$ cat src/design/framed_message_ring_producer_top_assert.svh
// Assertion macros for the framed message ring producer.
`ifndef FRAMED_MESSAGE_RING_PRODUCER_TOP_ASSERT_SVH
`define FRAMED_MESSAGE_RING_PRODUCER_TOP_ASSERT_SVH

`ifndef SYNTH

// Check a condition at every clock edge outside reset.
`define FMRP_ASSERT(label, cond, msg) \
    label: assert property (@(posedge clk) disable iff (!rst_n) (cond)) else $error(msg);

// Check a consequent in the same cycle as its trigger.
`define FMRP_ASSERT_IMP(label, ante, cons, msg) \
    label: assert property (@(posedge clk) disable iff (!rst_n) (ante) |-> (cons)) \
        else $error(msg);

// Check a consequent in the cycle after its trigger.
`define FMRP_ASSERT_NEXT(label, ante, cons, msg) \
    label: assert property (@(posedge clk) disable iff (!rst_n) (ante) |=> (cons)) \
        else $error(msg);

`else

`define FMRP_ASSERT(label, cond, msg)
`define FMRP_ASSERT_IMP(label, ante, cons, msg)
`define FMRP_ASSERT_NEXT(label, ante, cons, msg)

`endif

`endif

$ cat src/design/fmrp_pkg.sv
// Types and constants of the framed message ring producer.
package fmrp_pkg;

    localparam int MAX_SEGMENTS  = 8;
    localparam int OFFSET_BITS   = 24;
    localparam int SIZE_BITS     = OFFSET_BITS + 1;
    localparam int HEADER_BYTES  = 16;
    localparam int MAX_MSG_LEN   = 65519;
    localparam int RING_RESET    = 4096;
    localparam int RING_REG_BITS = 25;
    localparam int ADV_BITS      = 17;
    localparam int MAX_RESULTS   = 4;
    localparam int IN_DATA_BITS  = 160;
    localparam int OUT_DATA_BITS = 96;

    localparam logic OP_BEGIN = 1'b0;
    localparam logic OP_BYTE  = 1'b1;

    localparam logic [2:0] REG_RING_BYTES = 3'd0;

    typedef enum logic [1:0] {
        KIND_STATUS = 2'd0,
        KIND_WORD   = 2'd1,
        KIND_BYTE   = 2'd2,
        KIND_COMMIT = 2'd3
    } kind_t;

    typedef enum logic [1:0] {
        ST_OK        = 2'd0,
        ST_INVALID   = 2'd1,
        ST_NO_SPACE  = 2'd2,
        ST_INTEGRITY = 2'd3
    } status_t;

    typedef struct packed {
        kind_t                   kind;
        status_t                 status;
        logic [OFFSET_BITS-1:0]  offset;
        logic [63:0]             data;
        logic                    last;
    } res_t;

endpackage

$ cat src/design/framed_message_ring_producer_top.sv
// Framed message ring producer: checks, header writes, payload writes and head commits.
//
// Producer side of a byte ring of framed messages. Items pass an input register, then one
// level of logic that checks a begin item (length and segment limits, free space, head
// sanity) or places a payload byte, and land in a four-word result buffer that drains one
// word per cycle while m_tready is high. A payload byte streams back to back; the closing
// byte of a message yields two words. A begin item yields one status word when refused,
// else three words, four for an empty message, so it holds the input register while the
// result buffer drains. The ring size register at address 0 is written over the APB port;
// the user must write it only while the block is idle, as the block does not enforce it.
module framed_message_ring_producer_top
    import fmrp_pkg::*;
(
    input  logic                      clk,
    input  logic                      rst_n,
    // tuser: op
    input  logic                      s_tvalid,
    output logic                      s_tready,
    input  logic                      s_tuser,
    // tdata: tag[63:0], msg_len[79:64], segments[83:80], tail[147:84],
    // data_byte[155:148], zero fill above
    input  logic [IN_DATA_BITS-1:0]   s_tdata,
    // tuser: kind
    output logic                      m_tvalid,
    input  logic                      m_tready,
    output logic [1:0]                m_tuser,
    // tdata: status[1:0], offset[25:2], data[89:26], zero fill above
    output logic [OUT_DATA_BITS-1:0]  m_tdata,
    output logic                      m_tlast,
    input  logic                      psel,
    input  logic                      penable,
    input  logic                      pwrite,
    input  logic [2:0]                paddr,
    input  logic [31:0]               pwdata,
    output logic [31:0]               prdata,
    output logic                      pready
);

    `include "framed_message_ring_producer_top_assert.svh"

    // configuration
    logic [RING_REG_BITS-1:0] ring_bytes_reg;
    logic                     cfg_wr;

    // input register
    logic                     in_valid_reg;
    logic                     in_valid_next;
    logic                     in_op_reg;
    logic [63:0]              in_tag_reg;
    logic [15:0]              in_len_reg;
    logic [3:0]               in_segs_reg;
    logic [63:0]              in_tail_reg;
    logic [7:0]               in_byte_reg;

    // ring state
    logic [63:0]              head_position_reg;
    logic [63:0]              head_position_next;
    logic [OFFSET_BITS-1:0]   write_offset_reg;
    logic [OFFSET_BITS-1:0]   write_offset_next;
    logic [OFFSET_BITS-1:0]   next_start_reg;
    logic [OFFSET_BITS-1:0]   next_start_next;
    logic                     message_open_reg;
    logic                     message_open_next;
    logic [15:0]              bytes_left_reg;
    logic [15:0]              bytes_left_next;
    logic [ADV_BITS-1:0]      pending_adv_reg;
    logic [ADV_BITS-1:0]      pending_adv_next;

    // result buffer
    res_t                     res_reg [MAX_RESULTS];
    res_t                     res_next [MAX_RESULTS];
    logic [2:0]               res_rem_reg;
    logic [1:0]               res_idx_reg;
    logic [2:0]               res_cnt;
    res_t                     res_out;

    // datapath
    logic                     out_free;
    logic                     load;
    logic [SIZE_BITS-1:0]     ring_trunc;
    logic [SIZE_BITS-1:0]     size_eff;
    logic [ADV_BITS-1:0]      rounded;
    logic [64:0]              head_minus_tail;
    logic [64:0]              head_sum;
    logic [SIZE_BITS-1:0]     space_left;
    logic [OFFSET_BITS-1:0]   start_off;
    logic [OFFSET_BITS-1:0]   len_off;
    logic [OFFSET_BITS-1:0]   byte_pos;
    logic                     bad_args;
    logic                     too_big;
    logic                     bad_head;
    logic                     too_full;
    logic                     last_byte;
    logic [63:0]              head_commit;

    function automatic logic [OFFSET_BITS-1:0] wrap_add(
        input logic [SIZE_BITS-1:0] pos,
        input logic [SIZE_BITS-1:0] amount,
        input logic [SIZE_BITS-1:0] size
    );
        logic [SIZE_BITS:0] x;
        x = {1'b0, pos} + {1'b0, amount};
        if (x >= {1'b0, size})
        begin
            x = x - {1'b0, size};
        end
        return x[OFFSET_BITS-1:0];
    endfunction

    // ---------------- configuration port ----------------
    assign pready = 1'b1;
    assign cfg_wr = psel && penable && pwrite && pready;
    assign prdata = (paddr[2] == REG_RING_BYTES[2]) ? 32'(ring_bytes_reg) : 32'd0;

    always_ff @(posedge clk or negedge rst_n)
    begin
        if (!rst_n)
        begin
            ring_bytes_reg <= RING_REG_BITS'(RING_RESET);
        end
        else if (cfg_wr && paddr[2] == REG_RING_BYTES[2])
        begin
            ring_bytes_reg <= pwdata[RING_REG_BITS-1:0];
        end
    end

    // ---------------- handshake ----------------
    assign out_free = (res_rem_reg == 3'd0) || (res_rem_reg == 3'd1 && m_tready);
    assign load     = in_valid_reg && out_free;
    assign s_tready = !in_valid_reg || out_free;

    always_comb
    begin
        in_valid_next = in_valid_reg;
        if (s_tready)
        begin
            in_valid_next = s_tvalid;
        end
    end

    always_ff @(posedge clk or negedge rst_n)
    begin
        if (!rst_n)
        begin
            in_valid_reg <= 1'b0;
        end
        else
        begin
            in_valid_reg <= in_valid_next;
        end
    end

    always_ff @(posedge clk)
    begin
        if (s_tvalid && s_tready)
        begin
            in_op_reg   <= s_tuser;
            in_tag_reg  <= s_tdata[63:0];
            in_len_reg  <= s_tdata[79:64];
            in_segs_reg <= s_tdata[83:80];
            in_tail_reg <= s_tdata[147:84];
            in_byte_reg <= s_tdata[155:148];
        end
    end

    // ---------------- item logic ----------------
    assign ring_trunc = {ring_bytes_reg[RING_REG_BITS-1:3], 3'b000};

    always_comb
    begin
        size_eff = ring_trunc;
        if (ring_trunc < SIZE_BITS'(8))
        begin
            size_eff = SIZE_BITS'(8);
        end
        else if (ring_trunc > (SIZE_BITS'(1) << OFFSET_BITS))
        begin
            size_eff = SIZE_BITS'(1) << OFFSET_BITS;
        end
    end

    assign rounded = ({1'b0, in_len_reg} + ADV_BITS'(HEADER_BYTES + 7))
                     & ~ADV_BITS'(7);
    assign head_minus_tail = {1'b0, head_position_reg} - {1'b0, in_tail_reg};
    assign head_sum        = {1'b0, head_position_reg} + 65'(rounded);
    assign space_left      = size_eff - SIZE_BITS'(rounded);

    assign bad_args = message_open_reg || (in_segs_reg > 4'(MAX_SEGMENTS))
                      || (in_len_reg > 16'(MAX_MSG_LEN));
    assign too_big  = SIZE_BITS'(rounded) > size_eff;
    assign bad_head = head_minus_tail[64] || head_sum[64] || (head_position_reg[2:0] != 3'd0);
    assign too_full = head_minus_tail[63:0] > 64'(space_left);

    assign start_off = ({1'b0, next_start_reg} >= size_eff) ? '0 : next_start_reg;
    assign len_off   = wrap_add({1'b0, start_off}, SIZE_BITS'(8), size_eff);
    assign byte_pos  = ({1'b0, write_offset_reg} >= size_eff) ? '0 : write_offset_reg;
    assign last_byte = bytes_left_reg <= 16'd1;
    assign head_commit = head_position_reg + 64'(pending_adv_reg);

    always_comb
    begin
        head_position_next = head_position_reg;
        write_offset_next  = write_offset_reg;
        next_start_next    = next_start_reg;
        message_open_next  = message_open_reg;
        bytes_left_next    = bytes_left_reg;
        pending_adv_next   = pending_adv_reg;
        res_cnt            = 3'd0;
        for (int i = 0; i < MAX_RESULTS; i++)
        begin
            res_next[i] = res_reg[i];
        end

        if (in_op_reg == OP_BEGIN)
        begin
            res_cnt     = 3'd1;
            res_next[0] = '{kind: KIND_STATUS, status: ST_OK, offset: '0, data: '0, last: 1'b1};
            if (bad_args)
            begin
                res_next[0].status = ST_INVALID;
            end
            else if (too_big)
            begin
                res_next[0].status = ST_NO_SPACE;
            end
            else if (bad_head)
            begin
                res_next[0].status = ST_INTEGRITY;
            end
            else if (too_full)
            begin
                res_next[0].status = ST_NO_SPACE;
            end
            else
            begin
                res_cnt          = 3'd3;
                res_next[0].last = 1'b0;
                res_next[1] = '{kind: KIND_WORD, status: ST_OK, offset: start_off,
                                data: in_tag_reg, last: 1'b0};
                res_next[2] = '{kind: KIND_WORD, status: ST_OK, offset: len_off,
                                data: 64'(in_len_reg), last: (in_len_reg == 16'd0)};
                write_offset_next = wrap_add({1'b0, len_off}, SIZE_BITS'(8), size_eff);
                next_start_next   = wrap_add({1'b0, start_off}, SIZE_BITS'(rounded), size_eff);
                if (in_len_reg == 16'd0)
                begin
                    // empty message commits right away
                    res_cnt            = 3'd4;
                    head_position_next = head_sum[63:0];
                    res_next[3] = '{kind: KIND_COMMIT, status: ST_OK, offset: '0,
                                    data: head_sum[63:0], last: 1'b1};
                end
                else
                begin
                    message_open_next = 1'b1;
                    bytes_left_next   = in_len_reg;
                    pending_adv_next  = rounded;
                end
            end
        end
        else if (message_open_reg)
        begin
            res_cnt     = 3'd1;
            res_next[0] = '{kind: KIND_BYTE, status: ST_OK, offset: byte_pos,
                            data: 64'(in_byte_reg), last: last_byte};
            write_offset_next = wrap_add({1'b0, byte_pos}, SIZE_BITS'(1), size_eff);
            bytes_left_next   = last_byte ? 16'd0 : bytes_left_reg - 16'd1;
            if (last_byte)
            begin
                res_cnt            = 3'd2;
                head_position_next = head_commit;
                pending_adv_next   = '0;
                message_open_next  = 1'b0;
                res_next[1] = '{kind: KIND_COMMIT, status: ST_OK, offset: '0,
                                data: head_commit, last: 1'b1};
            end
        end
        // a stray payload byte with no message open is dropped
    end

    always_ff @(posedge clk or negedge rst_n)
    begin
        if (!rst_n)
        begin
            head_position_reg <= '0;
            write_offset_reg  <= '0;
            next_start_reg    <= '0;
            message_open_reg  <= 1'b0;
            bytes_left_reg    <= '0;
            pending_adv_reg   <= '0;
        end
        else if (load)
        begin
            head_position_reg <= head_position_next;
            write_offset_reg  <= write_offset_next;
            next_start_reg    <= next_start_next;
            message_open_reg  <= message_open_next;
            bytes_left_reg    <= bytes_left_next;
            pending_adv_reg   <= pending_adv_next;
        end
    end

    // ---------------- result buffer ----------------
    always_ff @(posedge clk)
    begin
        if (load)
        begin
            for (int i = 0; i < MAX_RESULTS; i++)
            begin
                res_reg[i] <= res_next[i];
            end
        end
    end

    always_ff @(posedge clk or negedge rst_n)
    begin
        if (!rst_n)
        begin
            res_rem_reg <= '0;
            res_idx_reg <= '0;
        end
        else if (load)
        begin
            res_rem_reg <= res_cnt;
            res_idx_reg <= '0;
        end
        else if (m_tvalid && m_tready)
        begin
            res_rem_reg <= res_rem_reg - 3'd1;
            res_idx_reg <= res_idx_reg + 2'd1;
        end
    end

    assign res_out  = res_reg[res_idx_reg];
    assign m_tvalid = res_rem_reg != 3'd0;
    assign m_tuser  = res_out.kind;
    assign m_tlast  = res_out.last;
    assign m_tdata  = {6'd0, res_out.data, res_out.offset, res_out.status};

    // ---------------- assertions ----------------
    `FMRP_ASSERT(a_rem_bound, res_rem_reg <= 3'(MAX_RESULTS), "result count out of range")
    `FMRP_ASSERT_IMP(a_open_has_bytes, message_open_reg, bytes_left_reg != 16'd0, "open message with no bytes left")
    `FMRP_ASSERT(a_head_aligned, head_position_reg[2:0] == 3'd0, "head lost 8-byte alignment")
    `FMRP_ASSERT_IMP(a_open_has_adv, message_open_reg, pending_adv_reg >= ADV_BITS'(HEADER_BYTES + 8), "open message with short advance")

endmodule
$ cat config.mk
export PLATFORM = sky130hd
export DESIGN_NAME = framed_message_ring_producer_top
export DESIGN_NICKNAME = d
export VERILOG_FILES = /design/src/design/fmrp_pkg.sv /design/src/design/framed_message_ring_producer_top.sv
export VERILOG_INCLUDE_DIRS = /design/src /design/src/design
export SDC_FILE = /design/constraint.sdc
export NUM_CORES = 2
export LEC_CHECK = 0
export ABC_CLOCK_PERIOD_IN_PS = 25600
export BUFFER_PORTS_ARGS = -buffer_cell sky130_fd_sc_hd__buf_2
export CAP_MARGIN = 15
export CORE_MARGIN = 5
export CORE_UTILIZATION = 63
export DETAILED_ROUTE_END_ITERATION = 12
export GPL_TIMING_DRIVEN = 0
export HOLD_SLACK_MARGIN = 0.08
export PLACE_DENSITY_LB_ADDON = 0.1
export SYNTH_ARGS = -nofsm -noshare
export SYNTH_HDL_FRONTEND = slang
export SYNTH_SLANG_ARGS = --single-unit
export TNS_END_PERCENT = 30
$ cat constraint.sdc
create_clock -name clk -period 25.6 [get_ports clk]
set_clock_uncertainty 0.2 [all_clocks]
set_input_delay 1.28 -clock clk [delete_from_list [all_inputs] [get_ports clk]]
set_output_delay 1.28 -clock clk [all_outputs]
set_load 0.03 [all_outputs]
Word-level counts from Yosys, hierarchy flattened
Memory sizes are Yosys's and may differ from the RTL's.
Index checks and enable logic that the tools add are counted.
W data, S select, Z words.
{"block": "totals", "mem_count": 1, "out_inout_bits": 134, "reg_bits": 334, "inputBits": 203, "ramBits": 372}
{"memory": "res_reg", "depth": 4, "word_bits": 93, "rd": 1, "rd_clocked_by_memory_dff": 0, "wr": 4, "line_no": "framed_message_ring_producer_top.sv:70", "source": "res_t res_reg [MAX_RESULTS];"}
{"block": "classes", "n_reduce_logical": 30, "bitwise_logic": 6, "eq_ne": 26, "add_sub_neg": 16, "mux": 74, "n_lt_le_gt_ge": 13}
{"operator": "$mux W280", "count": 4}
{"operator": "$mux W186", "count": 3}
{"operator": "$mux W64", "count": 8}
{"operator": "$mux W24", "count": 12}
{"operator": "$mux W93", "count": 2}
{"operator": "$mux W17", "count": 8}
{"operator": "$mux W16", "count": 8}
{"operator": "$ge A25 B25 Y1", "count": 4}
{"operator": "$sub A24 B24 Y24", "count": 4}
{"operator": "$mux W25", "count": 3}
{"operator": "$add A64 B17 Y65", "count": 1}
{"operator": "$sub A64 B64 Y65", "count": 1}
{"operator": "$add A64 B17 Y64", "count": 1}
{"operator": "$gt A64 B25 Y1", "count": 1}
{"operator": "$add A24 B4 Y25 const B", "count": 2}
{"operator": "$ge A24 B25 Y1", "count": 2}
{"operator": "$add A24 B1 Y25 const B", "count": 1}
{"operator": "$add A24 B17 Y25", "count": 1}
{"operator": "$gt A17 B25 Y1", "count": 1}
{"operator": "$gt A25 B25 Y1 const B", "count": 1}
{"operator": "$lt A25 B4 Y1 const B", "count": 1}
{"operator": "$sub A25 B17 Y25", "count": 1}
{"operator": "$mux W3", "count": 8}
{"operator": "$reduce_and A6 Y1", "count": 4}
{"operator": "other kinds (28)", "count": 83}

Logic depth before layout (Yosys ltp)
{"block": "depth", "word_depth": 16, "mapped_depth": 60}

Worst setup path before layout
Ideal clock, no wire load.
{"block": "synth_timing", "kind": "reg-to-reg", "startpoint": "reg ring_bytes_reg[17]", "endpoint": "mem res_reg[1][0] (netlist name), enable pin", "t_arrival_ns": 13.363, "required_time_ns": 24.751, "slack_ns": 11.388, "stages_incl_launch_ff": 37, "cell_sequence": "dfrtp_1 -> or4_1 -> nor3_1 -> nand2b_1 -> nand4b_1 -> nand2_1 -> clkbuf_1 -> nand2_1 -> inv_1 -> ha_1 -> o21ai_0 -> a21oi_1 -> nor4_1 -> a21oi_1 -> a41o_1 -> o41ai_1 -> nor2b_1 -> o21a_1 -> nor2_1 -> nand3_1 -> xnor2_1 -> ha_1 -> nand4_1 -> or2_2 -> nor4_1 -> a31oi_1 -> o41a_1 -> nor4_1 -> nand4_1 -> nor4_1 -> nand4_1 -> nor4_4 -> nand2_1 -> inv_2 -> clkbuf_1 -> nor2_1 -> nor3_1"}
{"item": "start: declaration", "line_no": "framed_message_ring_producer_top.sv:42", "source": "logic [RING_REG_BITS-1:0] ring_bytes_reg;"}
{"item": "start signal: assignment", "line_no": "framed_message_ring_producer_top.sv:119", "source": "ring_bytes_reg <= RING_REG_BITS'(RING_RESET);"}
{"item": "start signal: assignment", "line_no": "framed_message_ring_producer_top.sv:123", "source": "ring_bytes_reg <= pwdata[RING_REG_BITS-1:0];"}
{"item": "end: declaration", "line_no": "framed_message_ring_producer_top.sv:70"}

Worst setup path after layout
{"block": "layout_timing", "startpoint": "reg ring_bytes_reg[24]", "endpoint": "reg write_offset_reg[11]"}
{"block": "layout_between", "elab_chain_len": 16}
{"item": "$gt A25 B25 Y1", "line_no": "framed_message_ring_producer_top.sv:176", "source": "else if (ring_trunc > (SIZE_BITS'(1) << OFFSET_BITS))"}
{"item": "$mux W25", "line_no": "framed_message_ring_producer_top.sv:176"}
{"item": "$mux W25 *", "line_no": "framed_message_ring_producer_top.sv:172", "source": "if (ring_trunc < SIZE_BITS'(8))"}
{"item": "$ge A24 B25 Y1", "line_no": "framed_message_ring_producer_top.sv:194", "source": "assign start_off = ({1'b0, next_start_reg} >= size_eff) ? '0 : next_start_reg;"}
{"item": "$mux W24", "line_no": "framed_message_ring_producer_top.sv:194"}
{"item": "$add A24 B4 Y25", "line_no": "framed_message_ring_producer_top.sv:102", "source": "x = {1'b0, pos} + {1'b0, amount};"}
{"item": "$sub A24 B24 Y24 / $ge A25 B25 Y1 (equally long branches)", "line_no": "framed_message_ring_producer_top.sv:105, framed_message_ring_producer_top.sv:103"}
{"item": "$mux W24", "line_no": "framed_message_ring_producer_top.sv:103", "source": "if (x >= {1'b0, size})"}
{"item": "$add A24 B4 Y25", "line_no": "framed_message_ring_producer_top.sv:102"}
{"item": "$sub A24 B24 Y24 / $ge A25 B25 Y1 (equally long branches)", "line_no": "framed_message_ring_producer_top.sv:105, framed_message_ring_producer_top.sv:103"}
{"item": "$mux W24", "line_no": "framed_message_ring_producer_top.sv:103"}
{"item": "$mux W24", "line_no": "framed_message_ring_producer_top.sv:230", "source": "else if (too_full)"}
{"item": "$mux W24", "line_no": "framed_message_ring_producer_top.sv:226", "source": "else if (bad_head)"}
{"item": "$mux W24", "line_no": "framed_message_ring_producer_top.sv:222", "source": "else if (too_big)"}
{"item": "$mux W24", "line_no": "framed_message_ring_producer_top.sv:218", "source": "if (bad_args)"}
{"item": "$mux W24", "line_no": "framed_message_ring_producer_top.sv:214", "source": "if (in_op_reg == OP_BEGIN)"}
{"item": "end signal: assignment", "line_no": "framed_message_ring_producer_top.sv:294", "source": "write_offset_reg <= write_offset_next;"}
{"item": "end: declaration", "line_no": "framed_message_ring_producer_top.sv:58", "source": "logic [OFFSET_BITS-1:0] write_offset_reg;"}
Every way passes the cells marked *; elsewhere a longest branch is shown, timed or not. The select of a mux whose other input is x is not followed.
A chain may end at the register's enable or synchronous reset.

==> impl_metrics.json <==
{
  "first_global_vias": 35100,
  "slowest_stage": "nand2_1",
  "num_vias": 36400,
  "hp-class": "reg -> reg",
  "ctsHoldBuffers": 0,
  "fin_nets": 5241,
  "cts_resized": 0,
  "vias_per_cell": 6.45,
  "clkLatencyLatePin_ns": 0.66,
  "syn_area_um2": 40000,
  "crit_path_end_kind": "register",
  "dpl.hpwl_um": 111000,
  "antenna_left": 0,
  "hold_viol_final": 0,
  "cap_violations": 0,
  "path_class": "reg -> reg",
  "setup_violations": 0,
  "switchingPower_w": 0.00149,
  "initial_core_util": 0.636,
  "max_slew_margin": 0.205,
  "status": "finished clean",
  "cts_buffers": 59,
  "period_needed_ns": 18.32,
  "crit_path_max_incr_delay_ns": 0.97,
  "p_int_w": 0.00211,
  "synth_cell_types": 89,
  "drt_iter0_drc": 4595,
  "arrival_ns": 18.62,
  "wl_per_cell_um": 25.2,
  "cts_setup_buffers": 0,
  "ctsLongestPathBuffers": 3,
  "fmax_mhz": 54.6,
  "avgSynthCellArea_um2": 9.20,
  "grt_first_pass_wirelength_um": 208000,
  "die_h_um": 262,
  "period_share": 0.716,
  "maxSlewViolCount": 0,
  "drcViolationCount": 0,
  "leakage_nw": 18.7,
  "p_sw_frac": 0.414,
  "grt_overflow": 0,
  "netlist_top_cells_area": "edfxtp_1, dfrtp_1, ha_1",
  "htree_levels": 2,
  "crit_top_cell": "clkbuf_1",
  "cts.sink_count": 558,
  "coreArea_um2": 63000,
  "critical_path_required_ns": 25.90,
  "vdd_drop_max_uv": 74.3,
  "wl_um": 143000,
  "pwr-share-seq": 0.320,
  "die-area_um2": 68700,
  "cts_tree": "built",
  "async_flop_share": 0.306,
  "finalPower_w": 0.00360,
  "synth_top_area_share": 0.290,
  "cp_max_fo": 13,
  "syn_inst": 4355,
  "drtPass1Iterations": 6,
  "tightestPinTransition_ns": 1.19,
  "grt_util_all_layers": 0.400,
  "synth_edf_count": 387,
  "cts_root_buf": "clkbuf_16",
  "rows": 92,
  "p_clk_frac": 0.253,
  "portBuffers": 309,
  "rsz0062_at_grt": "false",
  "clk_pin_slew_worst_paths_ns": 0.07,
  "comb_power_share": 0.427,
  "antenna_found_initial": 5,
  "place.gp.congestion": 1.05,
  "syn2layout_area_growth_pct": 12.5,
  "start_kind": "register",
  "yosys_warnings": 0,
  "power_density_nw_per_um2": 79.8,
  "tns_ns": 0,
  "io_pins": 337,
  "synth_area_leader_cell": "edfxtp_1",
  "ys_seq_elements": 558,
  "synth-main-ff-cell": "edfxtp_1",
  "layout-drive-gt1-share": 0.116,
  "die_x_um": 262,
  "yosysSeqAreaShare": 0.397,
  "grt_max_degree": 112,
  "largest_reg_flops": 230
}
[cells in the mapped netlist (28+ instances only)]
cell,number
nand2_1,475
edfxtp_1,387
nor2_1,379
o21ai_0,305
ha_1,277
xnor2_1,227
a21oi_1,210
inv_1,180
clkbuf_1,179
dfrtp_1,170
nand3_1,138
xor2_1,131
mux2i_1,123
nor3_1,114
nor2b_1,107
a21o_1,94
and3_1,79
nand4_1,79
and2_1,78
mux2_2,59
o21a_1,37
nand2b_1,34
a211oi_1,33
a31oi_1,31
buf_1,28
[per-layer routing]
| metal | share of wire | vias to the layer above | wire [um] | global-route usage |
|---|---|---|---|---|
| met4 | 0.085 | 0 | 12100 | 0.281 |
| met1 | 0.37 | 17300 | 53300 | 0.502 |
| met5 | 0 | - | 0 | 0 |
| li1 | - | 16500 | - | - |
| met2 | 0.45 | 2145 | 64800 | 0.639 |
| met3 | 0.087 | 570 | 12300 | 0.0585 |
[cell type report]
type	instances	area [um2]
Antenna cell	4	10.0
Buffer	227	927
Multi-Input combinational cell	3401	22600
Fill cell	4931	17900
Timing Repair Buffer	325	1820
Clock inverter	35	430
Sequential cell	558	15900
Tap cell	846	1060
Inverter	181	679
Clock buffer	77	1620
[cells by family (layout without fill, tap and decap cells)]
group,after synthesis,in the layout,synth area share
AOI/OAI and AO/OA,939,939,0.148
xor gates and xnor gates,358,358,0.0783
adders and majority gates,285,285,0.0905
buffers and inverters,408,845,0.0401
DFF,558,558,0.397
muxes,187,187,0.0501
other,2,18,0.000188
and+or+nand+nor,1618,1618,0.195
[critical path, delay by kind of cell, from the launching register on]
family,cells,cell delay (ns)
flip-flops,1,0.37
AND/OR/NAND/NOR,18,5.07
buffers and inverters,12,5.18
AO/OA/AOI/OAI,19,4.91
multiplexers,1,0.52
adder cells (fa/ha/maj),5,1.88
[through the flow]
stage	worst slack [ns]	util	std cells	hold WS, ns	instance area (um2)
3_3_place_gp	3.83	0.678	5522	0.281	42700
4_1_cts	7.85	0.715	5650	0.283	45000
2_1_floorplan	11.39	-	4367	0.259	40100
3_5_place_dp	7.94	0.683	5538	0.286	43000
5_1_grt	6.32	0.715	5650	0.316	45000
6_report	7.28	0.715	5654	0.290	45000
[worst paths after layout]
check,from,end,slack (ns),cells past startpoint
worst max-delay path,ring_bytes_reg[24],write_offset_reg[11],7.28,55
worst min-delay path,in_byte_reg[7],res_reg[0][8],0.29,1
worst max register to register,ring_bytes_reg[24],write_offset_reg[11],7.28,55
worst min register to register,in_byte_reg[7],res_reg[0][8],0.29,1
max in group asynchronous,rst_n,bytes_left_reg[4],23.81,2
min in group asynchronous,rst_n,write_offset_reg[1],0.38,1
[power by group through the flow]
stage	logic, W	clock network (W)	registers [W]
2_1_floorplan	0.00102	0	0.00115
3_3_place_gp	0.00145	0	0.00119
3_5_place_dp	0.00149	0	0.00117
4_1_cts	0.00150	0.000914	0.00115
5_1_grt	0.00163	0.000953	0.00116
6_report	0.00153	0.000911	0.00115
[placed cells by master, fill, tap and decap left out, drive strengths merged, types with 114 or more instances in the layout]
cell and instances:
mux2i 123, xnor2 227, ha 277, buf 373, inv 182, nand2 475
a21oi 210, nand3 138, edfxtp 387, nor3 114, xor2 131, nor2 379
o21ai 309, clkbuf 256, dfrtp 170
Note: power is estimated with default switching activity, not from simulation.
